$ cat src/rtl/rcga_fifo.sv
// Small first-in first-out queue of registers with full and empty flags.
// Depends on nothing; DEPTH must be a power of two of at least two.
module rcga_fifo #(
   parameter int WIDTH = 8,
   parameter int DEPTH = 2
) (
   input  logic             clock,
   input  logic             reset,
   input  logic             push,
   input  logic [WIDTH-1:0] push_data,
   output logic             full,
   input  logic             pop,
   output logic [WIDTH-1:0] pop_data,
   output logic             empty
);

   localparam int AW = $clog2(DEPTH);
   localparam int CW = $clog2(DEPTH + 1);

   logic [WIDTH-1:0] mem_ff [DEPTH];
   logic [AW-1:0]    wr_ptr_ff, wr_ptr_in;
   logic [AW-1:0]    rd_ptr_ff, rd_ptr_in;
   logic [CW-1:0]    count_ff, count_in;
   logic             do_push, do_pop;

   assign full     = (count_ff == CW'(DEPTH));
   assign empty    = (count_ff == '0);
   assign do_push  = push && !full;
   assign do_pop   = pop && !empty;
   assign pop_data = mem_ff[rd_ptr_ff];

   // Pointer and fill count update.
   always_comb begin
      wr_ptr_in = do_push ? wr_ptr_ff + AW'(1) : wr_ptr_ff;
      rd_ptr_in = do_pop ? rd_ptr_ff + AW'(1) : rd_ptr_ff;
      count_in  = count_ff;
      if (do_push && !do_pop) begin
         count_in = count_ff + CW'(1);
      end else if (do_pop && !do_push) begin
         count_in = count_ff - CW'(1);
      end
   end

   always_ff @(posedge clock) begin
      if (reset) begin
         wr_ptr_ff <= '0;
         rd_ptr_ff <= '0;
         count_ff  <= '0;
      end else begin
         wr_ptr_ff <= wr_ptr_in;
         rd_ptr_ff <= rd_ptr_in;
         count_ff  <= count_in;
      end
   end

   // Storage needs no reset.
   always_ff @(posedge clock) begin
      if (do_push) begin
         mem_ff[wr_ptr_ff] <= push_data;
      end
   end

endmodule

$ cat config.mk
export PLATFORM = sky130hd
export DESIGN_NAME = rcga_fifo
export DESIGN_NICKNAME = d
export VERILOG_FILES = /design/src/rtl/rcga_fifo.sv
export SDC_FILE = /design/constraint.sdc
export NUM_CORES = 1
export LEC_CHECK = 0
export ABC_AREA = 1
export BUFFER_PORTS_ARGS = -buffer_cell sky130_fd_sc_hd__buf_4
export CAP_MARGIN = 0
export CORE_ASPECT_RATIO = 0.9
export CORE_MARGIN = 3
export CORE_UTILIZATION = 44
export CTS_CLUSTER_DIAMETER = 30
export DETAILED_ROUTE_END_ITERATION = 8
export PLACE_DENSITY = 0.68
export SETUP_SLACK_MARGIN = 0.3
export SYNTH_ARGS = -nofsm -noshare
export SYNTH_HDL_FRONTEND = slang
export SYNTH_SLANG_ARGS = --single-unit
$ cat constraint.sdc
create_clock -name clock -period 1.3 [get_ports clock]
set_input_delay 0 -clock clock [delete_from_list [all_inputs] [get_ports clock]]
set_output_delay 0 -clock clock [all_outputs]
set_load 0.02 [all_outputs]
==> summary.md <==
| Metric | Value |
|---|---|
| Row count | `14` |
| Clock sinks | `21` |
| Peak per-stage delay on the critical path | `roughly 0.40 ns` |
| Mapped Area | `828 µm²` |
| Hold slack | `just under 0.09 ns` |
| Starting Density | `48.3%` |
| Worst Hold Class | `input port to flop` |
| Post-synth cell types | `16` |
| Pre-CTS setup slack | `0.0184 ns` |
| Cell area power density | `approximately 1900 nW/µm²` |
| Largest net degree at the start of global routing | `12` |
| Die width | `about 52 µm` |
| Min Clock Period, post-route | `1.24 ns` |
| GRT Resource Usage Total | `between 10% and 20%` |
| Sw power | `roughly 850 µW` |
| Max rail drop VDD | `1390 µV` |
| Placed Cells | `107` |
| Avg Vias per Cell | `4.93` |
| Critical-path cell list | `inv_4, o21ai_4, inv_2, ha_4, inv_4, nand3_2, nand2_2, inv_1, nor2_1` |
| Synth Area per Inst | `between 10 and 15 µm²` |
| Hpwl dp | `987 µm` |
| Worst-path clk slew | `0.12 ns` |
| CP Class | `flop to flop` |
| Layout Skew | `about 0.0097 ns` |
| Cell count after synthesis | `62` |
| Sequential cell area | `589 µm²` |
| Clock power frac | `approximately an eighth` |
| Maximum buffer depth of the clock tree | `2` |
| Drc violations | `0` |
| Worst Path Max Fanout | `4` |
| Final Power | `around 2.4 mW` |
| Fraction of layout cells with a size suffix above 1 | `55.4%` |
| Clk_lat worst skew | `0.30 ns` |
| Detailed Route WL | `between 1500 and 2000 µm` |
| Area growth syn-to-layout | `58.9%` |
| Unrepaired setup endpoints after global routing | `yes` |
| Pint | `1.59 mW` |
| Worst Setup Start Kind | `flop` |
| Post-synthesis sequential area ratio | `70.1%` |
| Antenna violations before repair | `0` |
| Final period utilization | `95.1%` |
| Slew Viols, Final | `0` |
| Die height | `47.2 µm` |
| Antenna Violating Nets Remaining | `0` |
| Overflow after GRT | `0` |
| Final worst-path setup slack | `between 0.06 and 0.07 ns` |
| Fmax | `roughly 0.81 GHz` |
| CTS tree | `done` |
| Final Hold Vio Count | `0` |
| Die area | `2440 µm²` |
| Area occupied by multi-input gates | `between 300 and 400 µm²` |
| CTS H-Tree Depth | `1` |
| Yosys warns | `0` |
| Root buffer cell | `clkbuf_4` |
| Pleak | `approximately 0.54 nW` |
| Syn Nets | `75` |
| Post-synthesis register bit count | `21` |
| CP dominant cell by count | `inv_4` |
| Layout Nets | `115` |
| Register share of total power | `between 40% and 50%` |
| Vias in the first global route | `622` |
| CTS Buf Count | `3` |
| Sw Share | `35.0%` |
| Drt wl/cell | `14.4 µm` |
| Worst setup EP type | `flop` |
| Worst path slowest cell | `dfxtp_4` |
| CP required | `1.54 ns` |
| Port buffer count | `21` |
| Drt pass-1 iters | `4` |
| MaxCap Viol Count | `0` |
| Max-slew headroom | `82.0%` |
| Final non-filler cell total | `125` |
| Combinational share of power | `46.2%` |
| Initial drt markers | `11` |
| Total number of vias | `616` |
| Measured slew at the worst slew-check pin | `0.269 ns` |
| Antenna diode count | `0` |
| Outcome | `complete, no violations` |
| Placer Congestion | `a little under 0.8` |
| First-pass GRT wire length | `2660 µm` |
| Io pins | `22` |
| Setup violators final | `0` |
| Core ar. | `1720 µm²` |
| Critical path arrival | `1.48 ns` |
| Layout fillers | `120` |
[state kept, by name (all words and copies together) (netlist names), named ones only]
name / flops
count_ff: 2
mem_ff: 16
wr_ptr_ff: 1
rd_ptr_ff: 1
[routing by layer]
metal / GRT usage, % / part of all wire (%) / up-vias
li1: - / - / 288
met1: 15.9 / 37 / 297
met2: 28.2 / 53 / 23
met3: 4.76 / 6.3 / 8
met4: 12.0 / 3.7 / 0
met5: 0 / 0 / -
[power groups by stage]
| stage | Combinational (mW) | Sequential [mW] | Clock (mW) |
|---|---|---|---|
| after CTS | 1.01 | 1.00 | 0.311 |
| after global placement | 0.802 | 0.963 | 0 |
| after detailed placement | 0.819 | 0.970 | 0 |
| after global routing | 1.21 | 1.02 | 0.330 |
| after floorplan | 0.571 | 0.938 | 0 |
| final | 1.13 | 1.01 | 0.306 |
[synth_stat cells]
library cell / instances / area [µm²]
edfxtp_1: 16 / 480
nor2_1: 9 / 33.8
mux2_2: 8 / 90.1
inv_1: 7 / 26.3
dfxtp_1: 5 / 100
nand2_1: 4 / 15.0
inv_2: 2 / 7.51
o21ai_0: 2 / 10.0
o21ai_2: 2 / 17.5
a21oi_1: 1 / 5.00
and2_4: 1 / 8.76
buf_2: 1 / 5.00
ha_1: 1 / 12.5
nand3_1: 1 / 5.00
nand4_1: 1 / 6.26
o21ai_1: 1 / 5.00
[final cells by class]
cell class	instances	share of cell area, %
clock buffers	4	2.00
flip-flops and latches	21	44.8
multi-input cells	31	22.9
repair buffers	36	25.1
inverters	9	2.95
well taps	24	2.28
[worst paths after layout]
kind                                   from          end  slack [ns]  cells after the start
worst min-delay path                    pop         flop        0.09                      4
worst min register to register  count_ff[0]  count_ff[0]        0.54                      1
worst max register to register  count_ff[1]  count_ff[1]        0.06                      9
worst max-delay path            count_ff[1]  count_ff[1]        0.06                      9
[critical path, delay by kind of cell (launching register included)]
family	cells	cell delay [ns]
flip-flops	1	0.40
adder cells (fa/ha/maj)	1	0.24
buffers and inverters	4	0.21
AND/OR/NAND/NOR	3	0.18
AO/OA/AOI/OAI	1	0.14
[logic make-up (layout without fill, tap and decap cells)]
group,Yosys count,in the layout,synth area share [%]
AOI/OAI and AO/OA,6,6,4.53
muxes,8,8,10.9
buffers and inverters,10,49,4.68
adders and majority gates,1,1,1.51
DFF,21,21,70.1
and+or+nand+nor,16,16,8.31
[layout by cell type, fill, tap and decap left out]
cell type      instances
buf_6                 10
dfxtp_4                2
ha_4                   1
nand4_1                1
inv_2                  2
nor2_2                 1
dfxtp_1                2
dlygate4sd3_1          9
edfxtp_1              16
o21ai_1                2
o21ai_4                2
o21ai_0                1
nand2_2                2
clkbuf_4               3
clkbuf_1               1
nand3_2                1
and2_4                 1
nor2_4                 3
inv_4                  2
dfxtp_2                1
nand2_1                2
inv_1                  5
mux2_4                 8
nor2_1                 5
buf_4                 17
a21oi_1                1
[what timing repair did]
item,4_1_cts,5_1_grt
hold endpoints to repair,19,0
buffers inserted,4,1
hold buffers,9,0
setup endpoints to repair,30,29
pin swaps,5,1
resized for setup,24,7
[metrics by stage]
step | utilization, % | TNS [ns] | instance area, µm²
after floorplan | - | 0 | 862
after global placement | 61.3 | 0 | 1050
after detailed placement | 61.3 | 0 | 1050
after CTS | 74.9 | 0 | 1290
after global routing | 76.7 | -0.0404 | 1320
final | 76.7 | 0 | 1320
Note: power is estimated with default switching activity, not from simulation.
