--- config.mk ---
export PLATFORM = sky130hd
export DESIGN_NAME = rcga_front
export DESIGN_NICKNAME = d
export VERILOG_FILES = /design/src/rtl/rcga_pkg.sv /design/src/rtl/rcga_fifo.sv /design/src/rtl/rcga_front.sv
export SDC_FILE = /design/constraint.sdc
export NUM_CORES = 1
export LEC_CHECK = 0
export ABC_AREA = 0
export BUFFER_PORTS_ARGS = -buffer_cell sky130_fd_sc_hd__buf_2
export CORE_UTILIZATION = 58
export CTS_BUF_LIST = sky130_fd_sc_hd__clkbuf_4
export CTS_CLUSTER_SIZE = 16
export DETAILED_ROUTE_END_ITERATION = 10
export GPL_ROUTABILITY_DRIVEN = 0
export PLACE_DENSITY = 0.87
export SKIP_CTS_REPAIR_TIMING = 1
export SYNTH_ARGS = -nofsm -noshare
export SYNTH_HDL_FRONTEND = slang
export SYNTH_SLANG_ARGS = --single-unit
--- constraint.sdc ---
create_clock -name clock -period 5.62 [get_ports clock]
set_input_delay 1.124 -clock clock [delete_from_list [all_inputs] [get_ports clock]]
set_output_delay 1.124 -clock clock [all_outputs]
set_load 0.02 [all_outputs]
--- src/rtl/rcga_pkg.sv ---
// Package for the range column ground angle block.
// Holds the shared types, fixed-point constants and the arctangent table.
// Used by every module in rtl except rcga_fifo; depends on nothing.
package rcga_pkg;

   // Image size limits.
   localparam int N_BEAMS = 64;
   localparam int N_COLS  = 1800;

   // Default queue depths (powers of two, at least two).
   localparam int QUEUE_DEPTH  = 2;
   localparam int RESULT_DEPTH = 2;

   // Configuration register indexes.
   typedef enum logic [1:0] {
      CSR_RANGE_MIN  = 2'd0,
      CSR_RANGE_MAX  = 2'd1,
      CSR_ANGLE_STEP = 2'd2,
      CSR_ANGLE_SPAN = 2'd3
   } csr_index_type;

   // Reset values of the configuration registers.
   localparam logic [17:0] RANGE_MIN_RESET  = 18'd500;
   localparam logic [17:0] RANGE_MAX_RESET  = 18'd120000;
   localparam logic [16:0] ANGLE_STEP_RESET = 17'd8865;
   localparam logic [21:0] ANGLE_SPAN_RESET = 22'd558504;

   // Reset values of the kept point.
   localparam logic [10:0] LAST_COL_RESET = 11'd1;

   // Angles in microradians.
   localparam logic signed [24:0] PI_URAD      = 25'sd3141593;
   localparam logic signed [24:0] HALF_PI_URAD = 25'sd1570796;
   localparam logic signed [24:0] TWO_PI_URAD  = 25'sd6283185;

   // CORDIC setup.
   localparam int                 CORDIC_ITERS      = 21;
   localparam logic signed [32:0] CORDIC_GAIN_START = 33'sd652032874;
   localparam logic signed [51:0] ROUND_HALF        = 52'sd536870912;

   // Range division by 65534 works on the halved product, divided by 2^15 - 1.
   localparam logic [16:0] RANGE_REM_ONE = 17'd32767;
   localparam logic [16:0] RANGE_REM_TWO = 17'd65534;

   // Angle division by 10000 as a multiply by ceil(2^35 / 10000).
   localparam logic [21:0] ANGLE_RECIP = 22'd3435974;
   localparam logic [8:0]  ANGLE_LIMIT = 9'd157;

   // Width of one configuration write.
   localparam int CSR_DATA_W = 22;

   // Kind of an accepted item, decided by the front part.
   typedef enum logic [1:0] {
      KIND_EMPTY   = 2'd0,
      KIND_OUTSIDE = 2'd1,
      KIND_PIXEL   = 2'd2
   } kind_type;

   typedef struct packed {
      kind_type    kind;
      logic [5:0]  row;
      logic [10:0] col;
      logic [15:0] code;
   } item_type;

   typedef struct packed {
      logic [7:0] angle_code;
      logic       angle_written;
   } result_type;

   typedef struct packed {
      logic [17:0] range_min_mm;
      logic [17:0] range_max_mm;
      logic [16:0] angle_step_urad;
      logic [21:0] angle_span_urad;
   } cfg_type;

   // Sequencer states of the back part.
   typedef enum logic [3:0] {
      BK_IDLE,
      BK_CHECK,
      BK_PREP,
      BK_DIV,
      BK_FIX,
      BK_FOLD,
      BK_ROT,
      BK_MUL_Z,
      BK_MUL_X,
      BK_DIFF,
      BK_VEC,
      BK_RESULT,
      BK_DONE
   } back_state_type;

   // Arctangent of 2^-i in microradians, rounded to nearest.
   function automatic logic [19:0] atan_urad(input logic [4:0] i);
      logic [19:0] v;
      case (i)
         5'd0:    v = 20'd785398;
         5'd1:    v = 20'd463648;
         5'd2:    v = 20'd244979;
         5'd3:    v = 20'd124355;
         5'd4:    v = 20'd62419;
         5'd5:    v = 20'd31240;
         5'd6:    v = 20'd15624;
         5'd7:    v = 20'd7812;
         5'd8:    v = 20'd3906;
         5'd9:    v = 20'd1953;
         5'd10:   v = 20'd977;
         5'd11:   v = 20'd488;
         5'd12:   v = 20'd244;
         5'd13:   v = 20'd122;
         5'd14:   v = 20'd61;
         5'd15:   v = 20'd31;
         5'd16:   v = 20'd15;
         5'd17:   v = 20'd8;
         5'd18:   v = 20'd4;
         5'd19:   v = 20'd2;
         5'd20:   v = 20'd1;
         default: v = 20'd0;
      endcase
      return v;
   endfunction

endpackage

--- src/rtl/rcga_fifo.sv ---
// Small first-in first-out queue of registers with full and empty flags.
// Depends on nothing; DEPTH must be a power of two of at least two.
module rcga_fifo #(
   parameter int WIDTH = 8,
   parameter int DEPTH = 2
) (
   input  logic             clock,
   input  logic             reset,
   input  logic             push,
   input  logic [WIDTH-1:0] push_data,
   output logic             full,
   input  logic             pop,
   output logic [WIDTH-1:0] pop_data,
   output logic             empty
);

   localparam int AW = $clog2(DEPTH);
   localparam int CW = $clog2(DEPTH + 1);

   logic [WIDTH-1:0] mem_ff [DEPTH];
   logic [AW-1:0]    wr_ptr_ff, wr_ptr_in;
   logic [AW-1:0]    rd_ptr_ff, rd_ptr_in;
   logic [CW-1:0]    count_ff, count_in;
   logic             do_push, do_pop;

   assign full     = (count_ff == CW'(DEPTH));
   assign empty    = (count_ff == '0);
   assign do_push  = push && !full;
   assign do_pop   = pop && !empty;
   assign pop_data = mem_ff[rd_ptr_ff];

   // Pointer and fill count update.
   always_comb begin
      wr_ptr_in = do_push ? wr_ptr_ff + AW'(1) : wr_ptr_ff;
      rd_ptr_in = do_pop ? rd_ptr_ff + AW'(1) : rd_ptr_ff;
      count_in  = count_ff;
      if (do_push && !do_pop) begin
         count_in = count_ff + CW'(1);
      end else if (do_pop && !do_push) begin
         count_in = count_ff - CW'(1);
      end
   end

   always_ff @(posedge clock) begin
      if (reset) begin
         wr_ptr_ff <= '0;
         rd_ptr_ff <= '0;
         count_ff  <= '0;
      end else begin
         wr_ptr_ff <= wr_ptr_in;
         rd_ptr_ff <= rd_ptr_in;
         count_ff  <= count_in;
      end
   end

   // Storage needs no reset.
   always_ff @(posedge clock) begin
      if (do_push) begin
         mem_ff[wr_ptr_ff] <= push_data;
      end
   end

endmodule

--- src/rtl/rcga_front.sv ---
// Front part: accepts pixels, classifies them and queues them for the back part.
// Depends on rcga_pkg and rcga_fifo.
module rcga_front #(
   parameter int QUEUE_DEPTH = rcga_pkg::QUEUE_DEPTH
) (
   input  logic              clock,
   input  logic              reset,
   input  logic              req_push,
   output logic              req_full,
   input  logic [5:0]        req_pixel_row,
   input  logic [10:0]       req_pixel_col,
   input  logic [15:0]       req_range_code,
   output logic              item_valid,
   output rcga_pkg::item_type item_data,
   input  logic              item_pop
);

   rcga_pkg::item_type in_item;
   logic               queue_empty;

   // Empty pixels and pixels outside the image need no arithmetic.
   always_comb begin
      in_item.row  = req_pixel_row;
      in_item.col  = req_pixel_col;
      in_item.code = req_range_code;
      if (req_range_code == '0) begin
         in_item.kind = rcga_pkg::KIND_EMPTY;
      end else if (int'(req_pixel_row) >= rcga_pkg::N_BEAMS ||
                   int'(req_pixel_col) >= rcga_pkg::N_COLS) begin
         in_item.kind = rcga_pkg::KIND_OUTSIDE;
      end else begin
         in_item.kind = rcga_pkg::KIND_PIXEL;
      end
   end

   // Queue between the two parts.
   rcga_fifo #(
      .WIDTH($bits(rcga_pkg::item_type)),
      .DEPTH(QUEUE_DEPTH)
   ) u_queue (
      .clock    (clock),
      .reset    (reset),
      .push     (req_push),
      .push_data(in_item),
      .full     (req_full),
      .pop      (item_pop),
      .pop_data (item_data),
      .empty    (queue_empty)
   );

   assign item_valid = !queue_empty;

endmodule

==> metrics.txt <==
outcome completed; standard-cell rows 24; fraction of final layout cells sized beyond drive strength 1 55.84%; Longest Clk Path Bufs 2; max-slew violations 0; TritonCTS Buffers 9; unique cell type count in the Yosys netlist 19; commonest cells after routing, fill and taps aside sky130_fd_sc_hd__buf_2, sky130_fd_sc_hd__edfxtp_1, sky130_fd_sc_hd__mux2_2, sky130_fd_sc_hd__clkbuf_4; I/O pin cnt 74; final setup TNS 0 ns; TritonCTS clock tree yes; total die area 5121 µm²; final clock period utilization by the worst path 49.84%; Die Width 71.56 µm; fill cell count 289; required time worst endpoint 4.50 ns; classification of the worst-slack hold path register to register; Reg clk slew, reported paths 0.11 ns; post-detailed-routing wire length 4619 µm; minimum period implied by the final worst setup slack 2.801 ns; # port buffers 73; Clk Tree Root Cell sky130_fd_sc_hd__clkbuf_4; synth-to-layout area growth 19.22%; Mapped Nets 181; via total after detailed routing 1526; count of synthesis-stage warnings from yosys 0; DIE HEIGHT 71.56 µm; category of the critical setup timing path register to primary output; unrepaired setup endpoints after global routing false; setup skew after layout 0.01495 ns; number of global-route vias before repair 1546; start of the worst register-to-register path u_queue.count_ff[0]$_SDFFE_PP0P_; max-capacitance violation count 0; per-cell routed wire length 16.32 µm; Antenna Violating Nets Remaining 0; WHS 0.5032 ns; Hold Crit Start u_queue.wr_ptr_ff$_SDFFE_PP0P_; most common cell after layout, fill and taps aside sky130_fd_sc_hd__buf_2; nature of the critical path startpoint register; # diodes 0; final setup fails 0; Leakage 1.268 nW; number of antenna violations at the first check in global routing 0; Overall Global Routing Usage 19.48%; transition time at the pin with the least slew margin 0.4660 ns; global-route wire length before repair 7238 µm; post-synthesis cell area 2806 µm²; mean instance size in the synthesized netlist 19.63 µm²; hpwl dp 3044 µm; H-tree levels 3; later-pin clock latency in the skew report 0.39 ns; clk sinks 75; Detailed Routing Iterations Pass 1 4; sequential fraction of the synthesis area 78.47%; effective utilization at floorplan 62.31%; number of instances in the synthesized netlist 143; Final #Nets 264; worst-case vdd ir drop 0.0003086 V; final total power 1.442 mW; Max FO, Critical Path 35; final routed DRC violation total 0; fmax 357.0 MHz; Max-slew headroom 68.93%; grt ovf 0; hold violation total from the final report 0; CP arrival 1.68 ns; endpoint class of the critical path primary output; DRC violation total after the first TritonRoute iteration 78; power density normalized to cell area 431.1 nW/µm²; Placeable Area 4504 µm²; pin count of the biggest net entering global routing 36; Synth Register Bits 75; post-detailed-route via-to-cell ratio 5.392
==> sequential cells by signal, summed over array words and instances (netlist names), named ones only <==
register / flops
u_queue.mem_ff: 70
u_queue.count_ff: 2
u_queue.wr_ptr_ff: 1
u_queue.rd_ptr_ff: 1
==> cells by family after synthesis <==
kind of cell             count (synthesis)  share of synthesized area, %
AND/OR/NAND/NOR                         17                         3.701
buffers and inverters                    6                        0.9810
XOR/XNOR                                 3                        0.9364
AO/OA/AOI/OAI                            6                         1.426
flip-flops                              75                         78.47
adder cells (fa/ha/maj)                  1                        0.4458
multiplexers                            35                         14.04
==> where the power goes <==
group | internal [mW] | switching (mW)
logic | 0.182 | 0.272
clock network | 0.0927 | 0.170
registers | 0.702 | 0.0234
total | 0.976 | 0.466
==> path summary, 6_finish.rpt <==
path	slack (ns)	cells past startpoint	end
max	2.82	3	item_data[13]
max reg2reg	3.92	4	u_queue.mem_ff[0][13]$_DFFE_PP_
min reg2reg	0.50	2	u_queue.wr_ptr_ff$_SDFFE_PP0P_
min	0.50	2	u_queue.wr_ptr_ff$_SDFFE_PP0P_
==> per-layer routing <==
metal	routed length (µm)	GRT usage (%)	vias up
met5	0	0	-
met4	17	7.843	0
met3	270	6.329	4
met2	2331	30.69	58
met1	1998	25.53	735
li1	-	-	729
==> synth_stat cells <==
cell | number | area, µm²
sky130_fd_sc_hd__mux2_2 | 35 | 394.1
sky130_fd_sc_hd__edfxtp_1 | 70 | 2102
sky130_fd_sc_hd__nor4_1 | 4 | 25.02
sky130_fd_sc_hd__a21oi_1 | 2 | 10.01
sky130_fd_sc_hd__buf_2 | 4 | 20.02
sky130_fd_sc_hd__ha_1 | 1 | 12.51
sky130_fd_sc_hd__or4_4 | 1 | 11.26
sky130_fd_sc_hd__o21ai_0 | 3 | 15.01
sky130_fd_sc_hd__dfxtp_1 | 5 | 100.1
sky130_fd_sc_hd__and2_1 | 1 | 6.260
sky130_fd_sc_hd__xor2_1 | 3 | 26.28
sky130_fd_sc_hd__or2_2 | 1 | 6.260
sky130_fd_sc_hd__nor2b_2 | 1 | 8.760
sky130_fd_sc_hd__or3_1 | 2 | 12.51
sky130_fd_sc_hd__o2111ai_2 | 1 | 15.01
sky130_fd_sc_hd__nor2b_1 | 1 | 6.260
sky130_fd_sc_hd__and4_1 | 1 | 8.760
sky130_fd_sc_hd__nor2_1 | 5 | 18.77
sky130_fd_sc_hd__inv_1 | 2 | 7.510
==> worst max-delay path: stages (launching register included) <==
cell and delay [ns]:
sky130_fd_sc_hd__dfxtp_1 0.33, sky130_fd_sc_hd__buf_4 0.40, sky130_fd_sc_hd__mux2_2 0.40, sky130_fd_sc_hd__buf_2 0.17
==> stage by stage <==
step	cells	setup slack, ns	utilization (%)	area (µm²)
floorplan	143	3.009	-	2806
global placement	267	3.202	71.92	3239
detailed placement	267	3.170	71.92	3239
CTS	283	2.769	74.28	3346
global route	283	2.699	74.28	3346
finish	283	2.819	74.28	3346
==> cell type report <==
class                           instances  area [µm²]  share of cell area, %
Clock buffer                           10       75.07                  2.244
Clock inverter                          6       31.28                 0.9349
Inverter                                2       7.507                 0.2244
Multi-Input combinational cell         62       576.8                  17.24
Sequential cell                        75        2202                  65.82
Tap cell                               52       65.06                  1.945
Timing Repair Buffer                   76       387.9                  11.59
No activity file was read; power rests on OpenSTA's default activity.
